--- src/sv/lhe_pkg.sv ---
// ----------------------------------------------------------------------------
// Length header encoder package
// Shared constants, the header format codes and the queue entry type.
// ----------------------------------------------------------------------------
`default_nettype none

package lhe_pkg;

  // Width of the message length field.
  localparam int LENGTH_BITS = 16;

  // Most header bytes that one length produces.
  localparam int BYTE_MAX = 4;

  // Decimal and hex digit counts of a length.
  localparam int DEC_DIGITS = 5;
  localparam int HEX_DIGITS = 4;

  // Default depth of the queue between the front and the back end.
  localparam int QUEUE_DEPTH = 4;

  // Configuration port.
  localparam int CFG_ADDR_W = 3;
  localparam int CFG_DATA_W = 32;
  localparam logic REG_IDX_HEADER_FORMAT = 1'b0;

  // Division by ten: q = (x * 0xCCCD) >> 19 is exact for every 16-bit x.
  localparam logic [LENGTH_BITS-1:0] DIV10_RECIP = 16'hCCCD;
  localparam int DIV10_SHIFT = 19;

  // Constants of the header formats.
  localparam logic [7:0] FLEX_ESCAPE = 8'hC2;
  localparam logic [LENGTH_BITS-1:0] FLEX_LIMIT = 16'd128;
  localparam logic [LENGTH_BITS-1:0] MINUS_OFFSET = 16'd4;

  // ASCII characters.
  localparam logic [7:0] CHAR_ZERO = 8'h30;
  localparam logic [7:0] CHAR_MINUS = 8'h2D;
  localparam logic [7:0] HEX_ALPHA_BASE = 8'h37;

  typedef enum logic [3:0] {
    FMT_NONE    = 4'd0,
    FMT_BIN1    = 4'd1,
    FMT_BIN_LE2 = 4'd2,
    FMT_BIN_LE4 = 4'd3,
    FMT_BIN_BE2 = 4'd4,
    FMT_BIN_BE4 = 4'd5,
    FMT_DEC1    = 4'd6,
    FMT_DEC2    = 4'd7,
    FMT_DEC3    = 4'd8,
    FMT_BCD1    = 4'd9,
    FMT_BCD2    = 4'd10,
    FMT_HEX2    = 4'd11,
    FMT_HEX4    = 4'd12,
    FMT_DEC4    = 4'd13,
    FMT_FLEX    = 4'd14,
    FMT_DEC4_M4 = 4'd15
  } fmt_t;

  typedef logic [2:0] cnt_t;

  // One finished header: bytes in wire order (byte 0 first) and their count.
  typedef struct packed {
    logic [BYTE_MAX-1:0][7:0] bytes;
    cnt_t                     cnt;
  } entry_t;

endpackage

`default_nettype wire

--- src/sv/lhe_if.sv ---
// ----------------------------------------------------------------------------
// Length header encoder channel interfaces
// Valid/ready channels for message lengths in and header bytes out.
// ----------------------------------------------------------------------------
`default_nettype none

interface lhe_in_if;
  import lhe_pkg::*;

  logic                   valid;
  logic                   ready;
  logic [LENGTH_BITS-1:0] message_length;

  modport source (output valid, output message_length, input ready);
  modport sink (input valid, input message_length, output ready);
endinterface

interface lhe_out_if;
  logic       valid;
  logic       ready;
  logic [7:0] header_byte;
  logic       last_byte;

  modport source (output valid, output header_byte, output last_byte, input ready);
  modport sink (input valid, input header_byte, input last_byte, output ready);
endinterface

`default_nettype wire

--- src/sv/lhe_front.sv ---
// ----------------------------------------------------------------------------
// Length header encoder front end
// Accepts lengths, splits them into decimal digits one stage per digit and
// packs the header bytes of the selected format into a queue entry.
// ----------------------------------------------------------------------------
`default_nettype none

module lhe_front (
  input  wire logic          clk,
  input  wire logic          rst_n,
  input  var  lhe_pkg::fmt_t fmt,
  lhe_in_if.sink             in_ch,
  output logic               push_valid,
  input  wire logic          push_ready,
  output lhe_pkg::entry_t    push_data
);
  import lhe_pkg::*;

  localparam int STAGES = DEC_DIGITS + 1;
  localparam int LEN_W  = $clog2(DEC_DIGITS + 1);
  localparam int DPOS_W = $clog2(DEC_DIGITS);
  localparam int HPOS_W = $clog2(HEX_DIGITS);

  typedef struct packed {
    logic [LENGTH_BITS-1:0]           n;
    fmt_t                             fmt;
    logic                             neg;
    logic                             empty;
    logic [LENGTH_BITS-1:0]           rem;
    logic [3:0]                       q1nib;
    logic [DEC_DIGITS-1:0][3:0]       dig;
  } stage_t;

  stage_t                   st_r   [STAGES];
  stage_t                   st_nxt [STAGES];
  logic [STAGES-1:0]        vld_r;
  logic                     advance;
  logic [2*LENGTH_BITS-1:0] prod   [1:STAGES-1];
  logic [LENGTH_BITS-1:0]   quot   [1:STAGES-1];
  logic [LENGTH_BITS-1:0]   rem_d  [1:STAGES-1];
  logic                     in_neg;

  stage_t                   last_st;
  logic [LEN_W-1:0]         nd, nh, dec_w, hex_w, dec_len, hex_len;
  logic [DPOS_W-1:0]        dpos  [BYTE_MAX];
  logic [HPOS_W-1:0]        hpos  [BYTE_MAX];
  logic [3:0]               tdec  [BYTE_MAX];
  logic [3:0]               thex  [BYTE_MAX];
  logic [7:0]               cdec  [BYTE_MAX];
  logic [7:0]               chex  [BYTE_MAX];
  logic [7:0]               n_lo, n_hi;

  // The whole pipe moves unless the oldest item waits on a full queue.
  assign advance     = !vld_r[STAGES-1] || st_r[STAGES-1].empty || push_ready;
  assign in_ch.ready = advance;

  always_comb begin
    in_neg = (fmt == FMT_DEC4_M4) && (in_ch.message_length < MINUS_OFFSET);

    st_nxt[0]       = '0;
    st_nxt[0].n     = in_ch.message_length;
    st_nxt[0].fmt   = fmt;
    st_nxt[0].neg   = in_neg;
    st_nxt[0].empty = (fmt == FMT_NONE);
    st_nxt[0].rem   = ((fmt == FMT_DEC4_M4) && !in_neg) ?
                      in_ch.message_length - MINUS_OFFSET : in_ch.message_length;

    // Each stage peels off the lowest decimal digit of what remains.
    for (int k = 1; k < STAGES; k++) begin
      prod[k]  = st_r[k-1].rem * DIV10_RECIP;
      quot[k]  = LENGTH_BITS'(prod[k] >> DIV10_SHIFT);
      rem_d[k] = st_r[k-1].rem - ((quot[k] << 3) + (quot[k] << 1));
      st_nxt[k]          = st_r[k-1];
      st_nxt[k].rem      = quot[k];
      st_nxt[k].dig[k-1] = rem_d[k][3:0];
      if (k == 1) begin
        st_nxt[k].q1nib = quot[k][3:0];
      end
    end
  end

  always_ff @(posedge clk) begin
    if (!rst_n) begin
      vld_r <= '0;
    end else if (advance) begin
      vld_r <= {vld_r[STAGES-2:0], in_ch.valid};
    end
  end

  always_ff @(posedge clk) begin
    if (advance) begin
      st_r <= st_nxt;
    end
  end

  // Header packing from the last stage.
  always_comb begin
    last_st = st_r[STAGES-1];
    n_lo    = last_st.n[7:0];
    n_hi    = last_st.n[15:8];

    nd = LEN_W'(1);
    for (int i = 1; i < DEC_DIGITS; i++) begin
      if (last_st.dig[i] != 4'd0) nd = LEN_W'(i + 1);
    end
    nh = LEN_W'(1);
    for (int i = 1; i < HEX_DIGITS; i++) begin
      if (last_st.n[4*i +: 4] != 4'd0) nh = LEN_W'(i + 1);
    end

    case (last_st.fmt)
      FMT_DEC1: dec_w = LEN_W'(1);
      FMT_DEC2: dec_w = LEN_W'(2);
      FMT_DEC3: dec_w = LEN_W'(3);
      default:  dec_w = LEN_W'(4);
    endcase
    hex_w   = (last_st.fmt == FMT_HEX2) ? LEN_W'(2) : LEN_W'(4);
    dec_len = (nd > dec_w) ? nd : dec_w;
    hex_len = (nh > hex_w) ? nh : hex_w;

    // Character i of the padded text is digit (length - 1 - i).
    for (int i = 0; i < BYTE_MAX; i++) begin
      dpos[i] = DPOS_W'(dec_len - LEN_W'(i) - LEN_W'(1));
      hpos[i] = HPOS_W'(hex_len - LEN_W'(i) - LEN_W'(1));
      tdec[i] = (dec_len > LEN_W'(i)) ? last_st.dig[dpos[i]] : 4'd0;
      thex[i] = last_st.n[4*hpos[i] +: 4];
      cdec[i] = CHAR_ZERO + 8'(tdec[i]);
      chex[i] = (thex[i] < 4'd10) ? CHAR_ZERO + 8'(thex[i]) : HEX_ALPHA_BASE + 8'(thex[i]);
    end

    push_data = '0;
    case (last_st.fmt)
      FMT_NONE: push_data.cnt = cnt_t'(0);
      FMT_BIN1: begin
        push_data.bytes[0] = n_lo;
        push_data.cnt      = cnt_t'(1);
      end
      FMT_BIN_LE2: begin
        push_data.bytes[0] = n_lo;
        push_data.bytes[1] = n_hi;
        push_data.cnt      = cnt_t'(2);
      end
      FMT_BIN_LE4: begin
        push_data.bytes[0] = n_lo;
        push_data.bytes[1] = n_hi;
        push_data.cnt      = cnt_t'(4);
      end
      FMT_BIN_BE2: begin
        push_data.bytes[0] = n_hi;
        push_data.bytes[1] = n_lo;
        push_data.cnt      = cnt_t'(2);
      end
      FMT_BIN_BE4: begin
        push_data.bytes[2] = n_hi;
        push_data.bytes[3] = n_lo;
        push_data.cnt      = cnt_t'(4);
      end
      FMT_DEC1: begin
        push_data.bytes[0] = cdec[0];
        push_data.cnt      = cnt_t'(1);
      end
      FMT_DEC2: begin
        push_data.bytes[0] = cdec[0];
        push_data.bytes[1] = cdec[1];
        push_data.cnt      = cnt_t'(2);
      end
      FMT_DEC3: begin
        push_data.bytes[0] = cdec[0];
        push_data.bytes[1] = cdec[1];
        push_data.bytes[2] = cdec[2];
        push_data.cnt      = cnt_t'(3);
      end
      FMT_BCD1: begin
        // Binary tens count (low nibble) over the ones digit.
        push_data.bytes[0] = {last_st.q1nib, last_st.dig[0]};
        push_data.cnt      = cnt_t'(1);
      end
      FMT_BCD2: begin
        push_data.bytes[0] = {tdec[0], tdec[1]};
        push_data.bytes[1] = {tdec[2], tdec[3]};
        push_data.cnt      = cnt_t'(2);
      end
      FMT_HEX2: begin
        push_data.bytes[0] = chex[0];
        push_data.bytes[1] = chex[1];
        push_data.cnt      = cnt_t'(2);
      end
      FMT_HEX4: begin
        for (int i = 0; i < BYTE_MAX; i++) push_data.bytes[i] = chex[i];
        push_data.cnt = cnt_t'(4);
      end
      FMT_DEC4: begin
        for (int i = 0; i < BYTE_MAX; i++) push_data.bytes[i] = cdec[i];
        push_data.cnt = cnt_t'(4);
      end
      FMT_FLEX: begin
        if (last_st.n > FLEX_LIMIT) begin
          push_data.bytes[0] = FLEX_ESCAPE;
          push_data.bytes[1] = n_lo;
          push_data.bytes[2] = n_hi;
          push_data.cnt      = cnt_t'(3);
        end else begin
          push_data.bytes[0] = n_lo;
          push_data.bytes[1] = n_hi;
          push_data.cnt      = cnt_t'(2);
        end
      end
      FMT_DEC4_M4: begin
        if (last_st.neg) begin
          push_data.bytes[0] = CHAR_MINUS;
          push_data.bytes[1] = CHAR_ZERO;
          push_data.bytes[2] = CHAR_ZERO;
          push_data.bytes[3] = CHAR_ZERO;
        end else begin
          for (int i = 0; i < BYTE_MAX; i++) push_data.bytes[i] = cdec[i];
        end
        push_data.cnt = cnt_t'(4);
      end
      default: push_data.cnt = cnt_t'(0);
    endcase
  end

  // Lengths with no header bytes are dropped here.
  assign push_valid = vld_r[STAGES-1] && !last_st.empty;

endmodule

`default_nettype wire

--- src/sv/lhe_queue.sv ---
// ----------------------------------------------------------------------------
// Length header encoder queue
// Small FIFO of packed headers between the front and the back end.
// ----------------------------------------------------------------------------
`default_nettype none

module lhe_queue #(
  parameter int DEPTH = lhe_pkg::QUEUE_DEPTH
) (
  input  wire logic       clk,
  input  wire logic       rst_n,
  input  wire logic       push_valid,
  output logic            push_ready,
  input  var  lhe_pkg::entry_t push_data,
  output logic            pop_valid,
  input  wire logic       pop_ready,
  output lhe_pkg::entry_t pop_data
);
  import lhe_pkg::*;

  localparam int PTR_W = $clog2(DEPTH);
  localparam int CNT_W = $clog2(DEPTH + 1);

  entry_t             mem_r [DEPTH];
  logic [PTR_W-1:0]   wr_ptr_r, wr_ptr_nxt;
  logic [PTR_W-1:0]   rd_ptr_r, rd_ptr_nxt;
  logic [CNT_W-1:0]   count_r, count_nxt;
  logic               do_push, do_pop;

  assign push_ready = (count_r != CNT_W'(DEPTH));
  assign pop_valid  = (count_r != '0);
  assign pop_data   = mem_r[rd_ptr_r];
  assign do_push    = push_valid && push_ready;
  assign do_pop     = pop_valid && pop_ready;

  always_comb begin
    wr_ptr_nxt = wr_ptr_r;
    rd_ptr_nxt = rd_ptr_r;
    count_nxt  = count_r;
    if (do_push) begin
      wr_ptr_nxt = (wr_ptr_r == PTR_W'(DEPTH - 1)) ? '0 : wr_ptr_r + PTR_W'(1);
    end
    if (do_pop) begin
      rd_ptr_nxt = (rd_ptr_r == PTR_W'(DEPTH - 1)) ? '0 : rd_ptr_r + PTR_W'(1);
    end
    if (do_push && !do_pop) begin
      count_nxt = count_r + CNT_W'(1);
    end else if (do_pop && !do_push) begin
      count_nxt = count_r - CNT_W'(1);
    end
  end

  always_ff @(posedge clk) begin
    if (!rst_n) begin
      wr_ptr_r <= '0;
      rd_ptr_r <= '0;
      count_r  <= '0;
    end else begin
      wr_ptr_r <= wr_ptr_nxt;
      rd_ptr_r <= rd_ptr_nxt;
      count_r  <= count_nxt;
    end
  end

  always_ff @(posedge clk) begin
    if (do_push) begin
      mem_r[wr_ptr_r] <= push_data;
    end
  end

endmodule

`default_nettype wire

--- src/sv/lhe_back.sv ---
// ----------------------------------------------------------------------------
// Length header encoder back end
// Sends the bytes of each queued header one per cycle while out_ch is ready,
// through an output register, and marks the final byte.
// ----------------------------------------------------------------------------
`default_nettype none

module lhe_back (
  input  wire logic       clk,
  input  wire logic       rst_n,
  input  wire logic       pop_valid,
  output logic            pop_ready,
  input  var  lhe_pkg::entry_t pop_data,
  lhe_out_if.source       out_ch
);
  import lhe_pkg::*;

  localparam int IDX_W = $clog2(BYTE_MAX);

  logic [IDX_W-1:0] idx_r, idx_nxt;
  logic             out_valid_r, out_valid_nxt;
  logic [7:0]       out_byte_r, out_byte_nxt;
  logic             out_last_r, out_last_nxt;
  logic             load, is_last;

  assign load    = pop_valid && (!out_valid_r || out_ch.ready);
  assign is_last = (cnt_t'(idx_r) == pop_data.cnt - cnt_t'(1));

  // The queue entry leaves once its final byte has moved to the output.
  assign pop_ready = load && is_last;

  always_comb begin
    idx_nxt       = idx_r;
    out_valid_nxt = out_valid_r;
    out_byte_nxt  = out_byte_r;
    out_last_nxt  = out_last_r;
    if (load) begin
      idx_nxt       = is_last ? '0 : idx_r + IDX_W'(1);
      out_valid_nxt = 1'b1;
      out_byte_nxt  = pop_data.bytes[idx_r];
      out_last_nxt  = is_last;
    end else if (out_ch.ready) begin
      out_valid_nxt = 1'b0;
    end
  end

  always_ff @(posedge clk) begin
    if (!rst_n) begin
      idx_r       <= '0;
      out_valid_r <= 1'b0;
    end else begin
      idx_r       <= idx_nxt;
      out_valid_r <= out_valid_nxt;
    end
  end

  always_ff @(posedge clk) begin
    out_byte_r <= out_byte_nxt;
    out_last_r <= out_last_nxt;
  end

  assign out_ch.valid       = out_valid_r;
  assign out_ch.header_byte = out_byte_r;
  assign out_ch.last_byte   = out_last_r;

endmodule

`default_nettype wire

--- src/sv/length_header_encoder_top.sv ---
// ----------------------------------------------------------------------------
// Length header encoder
// Turns each message length into the bytes of a length-prefix header in one
// of sixteen formats chosen by the header_format register (address 0): none,
// 1/2/4-byte little-endian or 2/4-byte big-endian binary, 1 to 4 zero-padded
// ASCII decimal digits (a longer number keeps its leading digits), packed BCD
// in 1 or 2 bytes, 2 or 4 uppercase ASCII hex digits, a flexible form with a
// 0xC2 escape above 128, and four decimal digits of the length minus four.
// Lengths enter on in_ch and the header leaves on out_ch one byte per cycle,
// with last_byte set on its final byte; the none format produces no bytes.
// The front end accepts one length per cycle whenever its queue has room,
// splitting the length into decimal digits over five pipeline stages and
// packing the header into a four-entry queue. The back end sends one byte
// per cycle while out_ch is ready, so a header of N bytes (0 to 4) holds
// the output for its N bytes, which sets the sustained rate of lengths.
// A length reaches the output through the front-end stages, the queue and
// the output register. Write header_format only while the block is idle.
// ----------------------------------------------------------------------------
`default_nettype none

module length_header_encoder_top #(
  parameter int QUEUE_DEPTH = lhe_pkg::QUEUE_DEPTH
) (
  input  wire logic                           clk,
  input  wire logic                           rst_n,
  input  wire logic                           psel,
  input  wire logic                           penable,
  input  wire logic                           pwrite,
  input  wire logic [lhe_pkg::CFG_ADDR_W-1:0] paddr,
  input  wire logic [lhe_pkg::CFG_DATA_W-1:0] pwdata,
  output logic      [lhe_pkg::CFG_DATA_W-1:0] prdata,
  output logic                                pready,
  lhe_in_if.sink                              in_ch,
  lhe_out_if.source                           out_ch
);
  import lhe_pkg::*;

  fmt_t   fmt_r, fmt_nxt;
  logic   reg_hit;
  logic   push_valid, push_ready;
  entry_t push_data;
  logic   pop_valid, pop_ready;
  entry_t pop_data;

  // The register space holds one word; the byte offset inside it is ignored.
  assign reg_hit = (paddr[CFG_ADDR_W-1:2] == REG_IDX_HEADER_FORMAT);
  assign pready  = 1'b1;
  assign prdata  = reg_hit ? CFG_DATA_W'(fmt_r) : '0;

  always_comb begin
    fmt_nxt = fmt_r;
    if (psel && penable && pwrite && reg_hit) begin
      fmt_nxt = fmt_t'(pwdata[3:0]);
    end
  end

  always_ff @(posedge clk) begin
    if (!rst_n) begin
      fmt_r <= FMT_NONE;
    end else begin
      fmt_r <= fmt_nxt;
    end
  end

  // The front end classifies each length and builds its header bytes.
  lhe_front u_front (
    .clk        (clk),
    .rst_n      (rst_n),
    .fmt        (fmt_r),
    .in_ch      (in_ch),
    .push_valid (push_valid),
    .push_ready (push_ready),
    .push_data  (push_data)
  );

  // The queue lets the front keep accepting while bytes drain at the output.
  lhe_queue #(
    .DEPTH (QUEUE_DEPTH)
  ) u_queue (
    .clk        (clk),
    .rst_n      (rst_n),
    .push_valid (push_valid),
    .push_ready (push_ready),
    .push_data  (push_data),
    .pop_valid  (pop_valid),
    .pop_ready  (pop_ready),
    .pop_data   (pop_data)
  );

  // The back end serializes each header onto the output channel.
  lhe_back u_back (
    .clk       (clk),
    .rst_n     (rst_n),
    .pop_valid (pop_valid),
    .pop_ready (pop_ready),
    .pop_data  (pop_data),
    .out_ch    (out_ch)
  );

`ifndef SYNTHESIS
  // Every header reaching the queue carries between one and four bytes.
  a_push_count: assert property (@(posedge clk) disable iff (!rst_n)
    push_valid |-> (push_data.cnt != cnt_t'(0) && push_data.cnt <= cnt_t'(BYTE_MAX)))
    else $error("queued header has a byte count out of range");

  // The input only stalls when the front holds a header the queue cannot take.
  a_stall_cause: assert property (@(posedge clk) disable iff (!rst_n)
    !in_ch.ready |-> (push_valid && !push_ready))
    else $error("input stalled without a full queue");

  // A queue entry is released only when it is present.
  a_pop_valid: assert property (@(posedge clk) disable iff (!rst_n)
    pop_ready |-> pop_valid)
    else $error("queue popped while empty");

  // Reset leaves the output channel empty.
  a_reset_out: assert property (@(posedge clk)
    !rst_n |=> !out_ch.valid)
    else $error("output valid after reset");
`endif

endmodule

`default_nettype wire

--- src/flat_wrapper.sv ---
// flat-port wrapper written by rule: the top's interface ports become plain ports
module length_header_encoder_top_flat import lhe_pkg::*;
#(
  parameter int QUEUE_DEPTH = lhe_pkg::QUEUE_DEPTH
)
  (clk, rst_n, psel, penable, pwrite, paddr, pwdata, prdata, pready, in_ch_valid, in_ch_message_length, in_ch_ready, out_ch_valid, out_ch_header_byte, out_ch_last_byte, out_ch_ready);
  lhe_in_if in_ch_i ();
  lhe_out_if out_ch_i ();
  input  wire logic clk;
  input  wire logic rst_n;
  input  wire logic psel;
  input  wire logic penable;
  input  wire logic pwrite;
  input  wire logic [lhe_pkg::CFG_ADDR_W-1:0] paddr;
  input  wire logic [lhe_pkg::CFG_DATA_W-1:0] pwdata;
  output logic      [lhe_pkg::CFG_DATA_W-1:0] prdata;
  output logic pready;
  input wire logic [$bits(in_ch_i.valid)-1:0] in_ch_valid;
  input wire logic [$bits(in_ch_i.message_length)-1:0] in_ch_message_length;
  output wire logic [$bits(in_ch_i.ready)-1:0] in_ch_ready;
  output wire logic [$bits(out_ch_i.valid)-1:0] out_ch_valid;
  output wire logic [$bits(out_ch_i.header_byte)-1:0] out_ch_header_byte;
  output wire logic [$bits(out_ch_i.last_byte)-1:0] out_ch_last_byte;
  input wire logic [$bits(out_ch_i.ready)-1:0] out_ch_ready;
  assign in_ch_i.valid = in_ch_valid;
  assign in_ch_i.message_length = in_ch_message_length;
  assign in_ch_ready = in_ch_i.ready;
  assign out_ch_valid = out_ch_i.valid;
  assign out_ch_header_byte = out_ch_i.header_byte;
  assign out_ch_last_byte = out_ch_i.last_byte;
  assign out_ch_i.ready = out_ch_ready;
  length_header_encoder_top #(.QUEUE_DEPTH(QUEUE_DEPTH)) u_core (.clk(clk), .rst_n(rst_n), .psel(psel), .penable(penable), .pwrite(pwrite), .paddr(paddr), .pwdata(pwdata), .prdata(prdata), .pready(pready), .in_ch(in_ch_i), .out_ch(out_ch_i));
endmodule
--- config.mk ---
export PLATFORM = sky130hd
export DESIGN_NAME = length_header_encoder_top_flat
export DESIGN_NICKNAME = d
export VERILOG_FILES = /design/src/sv/lhe_pkg.sv /design/src/sv/lhe_if.sv /design/src/sv/lhe_front.sv /design/src/sv/lhe_queue.sv /design/src/sv/lhe_back.sv /design/src/sv/length_header_encoder_top.sv /design/src/flat_wrapper.sv
export SDC_FILE = /design/constraint.sdc
export NUM_CORES = 1
export LEC_CHECK = 0
export ABC_AREA = 1
export BUFFER_PORTS_ARGS = -buffer_cell sky130_fd_sc_hd__buf_2
export CAP_MARGIN = 10
export CORE_ASPECT_RATIO = 1.4
export CORE_MARGIN = 2
export CORE_UTILIZATION = 50
export CTS_CLUSTER_DIAMETER = 150
export CTS_CLUSTER_SIZE = 28
export DETAILED_ROUTE_END_ITERATION = 10
export GPL_TIMING_DRIVEN = 0
export PLACE_DENSITY = 0.65
export SKIP_CTS_REPAIR_TIMING = 1
export SLEW_MARGIN = 10
export SYNTH_ARGS = -nofsm -noshare
export SYNTH_HDL_FRONTEND = slang
export SYNTH_HIERARCHICAL = 1
export SYNTH_SLANG_ARGS = --single-unit
--- constraint.sdc ---
create_clock -name clk -period 7.73 [get_ports clk]
set_clock_uncertainty 0.2 [all_clocks]
set_input_delay 1.546 -clock clk [delete_from_list [all_inputs] [get_ports clk]]
set_output_delay 1.546 -clock clk [all_outputs]
set_load 0.005 [all_outputs]
==> impl_metrics.toml <==
[run_status]
outcome = "finished clean"

[floorplan]
die_width_um = 213
fp.dieH_um = 297
coreArea_um2 = 60800
start_util_pct = 50.5
ios = 102
fp-row-count = 107
fp.dieArea_um2 = 63400

[finish]
antenna_cells = 0
nNetsFinal = 3780
fillers = 5493
synthToLayoutAreaGrowth_pct = 6.69
final_cell_area_um2 = 32700
drive_above_1_share_pct = 7.23

[clock_network]
path_clk_slew_ps = 120
ctsRootBufferMaster = "clkbuf_16"
cts_tree = "done"
clock-sinks = 427
cts-buffers-inserted = 19
htreeDepth = 1
clockBufferDepth = 3
insertion_delay_ps = 560

[global_route]
grt_max_degree = 123
antenna_found_initial = 0
grt_use_total_pct = 22.3
grt_overflow = 0
grt_pass1_vias = 21900
grt_pass1_wl_mm = 111

[sta]
finalSetupViolations = 0
timing.final.crit_period_ps = 6370
fmax_ghz = 0.157
finalSetupTns_ps = 0
setup_ws_ps = 1360
finalCritPeriodShare_pct = 82.5
worst_pin_slew_ps = 791
slew_headroom_pct = 47.0
rsz0062_at_grt = "false"
maxSlewViolCount = 0
hold_viol = 0

[route]
drt-total-wl_mm = 70.3
drt_iter0_drc = 1434
antenna_left = 0
drt_first_pass_iters = 5
vias = 21300
avgRoutedWirePerCell_um = 17.6
drc = 0
via_per_inst = 5.32

[worst_setup_path]
arrival_ps = 6470
crit_path_end_kind = "flop"
required_ps = 7830
critPathKind = "reg2reg"
crit_fanout = 6
start_kind = "flop"

[synth]
synth_cell_types = 59
postSynthAreaPerCell_um2 = 9.96
yosysSeqAreaShare_pct = 41.1
syn_area_um2 = 30700
async_reset_ff_share_pct = 0
syn-instance-count = 3079
yosys_most_used_dff = "edfxtp_1"
ys_warn_count = 6
synth_seq_cells = 427
synth_edf_count = 405

[placement]
dpl-instance-area_um2 = 32200
port_buffers = 42
pre_cts_ws_ps = 1370
dpl.hpwl_mm = 57.2
routabilityCongestion = 0.938

[hold_path]
hold_class = "reg2reg"

[run]
maxCapViolCount = 0
==> layer usage <==
| metal | global-route usage [%] | part of all wire [%] | vias to the layer above | wire length, um |
|---|---|---|---|---|
| met5 | 0 | 0 | - | 0 |
| met4 | 8.33 | 3.9 | 0 | 2720 |
| met3 | 1.58 | 3.0 | 121 | 2100 |
| met2 | 42.5 | 54 | 458 | 38200 |
| met1 | 25.5 | 39 | 10300 | 27200 |
| li1 | - | - | 10400 | - |
==> through the flow <==
step,utilization [%],hold WS (ps),std cells
2_1_floorplan,-,200,3106
3_3_place_gp,52.7,201,3965
3_5_place_dp,53.0,205,3971
4_1_cts,53.9,205,4000
5_1_grt,53.9,210,4000
6_report,53.9,200,4000
==> logic make-up (layout without fill, tap and decap cells) <==
logic type / count (synthesis) / in the layout / share of synthesized area, %
compound gates: 385 / 385 / 7.19
xor+xnor: 64 / 64 / 1.85
fa+ha+maj: 547 / 547 / 26.4
buf+inv: 647 / 724 / 8.70
flops: 427 / 427 / 41.1
other cells: 2 / 29 / 0.0245
simple gates: 1007 / 1007 / 14.7
==> registers in the layout (all words and copies together), names as in the netlist, named ones only <==
signal	flops
u_core/u_front/st_nxt	165
u_core/u_queue/mem_r	140
u_core/u_front/last_st	46
u_core/u_front/st_r	45
u_core/u_back/out_ch.header_byte	8
u_core/u_front/vld_r	6
u_core/fmt_r	4
u_core/u_queue/count_r	3
u_core/u_back/idx_r	2
u_core/u_queue/rd_ptr_r	2
u_core/u_queue/wr_ptr_r	2
u_core/u_back/out_ch.last_byte	1
u_core/u_back/out_ch.valid	1
==> critical path, cell delays in order, from the launching register on <==
cell and delay, ps:
edfxtp_1 570, ha_1 410, inv_1 80, fa_1 540, inv_1 60, fa_1 560, fa_1 540, fa_1 550
inv_1 60, fa_1 530, inv_1 40, ha_1 340, a21oi_1 220, o21ai_0 120, o21bai_1 190, a21oi_1 170
xnor2_1 200, ha_1 210, xor2_1 190, inv_1 60, nand3_1 70, nand2_1 60, xor2_1 140
==> worst paths after layout <==
path                                   from                    endpoint  slack [ps]  cells after the start
hold / removal    u_core/u_front/st_nxt[50]  u_core/u_front/last_st[50]         200                      0
setup reg to reg   u_core/u_front/st_r[337]  u_core/u_front/st_nxt[189]        1360                     22
hold reg to reg   u_core/u_front/st_nxt[50]  u_core/u_front/last_st[50]         200                      0
setup / recovery   u_core/u_front/st_r[337]  u_core/u_front/st_nxt[189]        1360                     22
==> final cells by class <==
class	count	area, um^2	share of cell area (%)
buffer	67	490	1.50
clock buffer	26	502	1.53
clock inverter	3	36.3	0.111
inverter	580	2180	6.66
multi-input combinational	2032	15600	47.5
sequential	427	12600	38.5
tap	817	1020	3.12
timing repair buffer	48	345	1.05
==> synthesized netlist by cell type, drive strengths merged, types with 23 or more instances <==
cell / number / area share (%)
nand2: 449 / 6.0
fa: 169 / 11
nor3: 23 / 0.38
edfxtp: 405 / 40
ha: 378 / 15
xnor2: 25 / 0.71
xor2: 39 / 1.1
a21oi: 107 / 1.8
nor2: 262 / 3.4
o22ai: 46 / 0.94
o21ai: 160 / 2.7
buf: 65 / 1.6
nand4: 50 / 1.0
inv: 578 / 7.1
nand3: 196 / 3.3
==> placed cells by master, fill, tap and decap left out, types with 33 or more instances in the layout <==
master	instances
inv_1	562
nand2_1	408
edfxtp_1	405
ha_1	378
nor2_1	244
nand3_1	192
fa_1	169
o21ai_0	122
a21oi_1	105
buf_2	56
nand4_1	50
o22ai_1	46
buf_4	42
xor2_1	38
o21ai_1	33
Power is not shown: default switching activity piles up to over one toggle a cycle in this logic, so the estimate is an artifact.
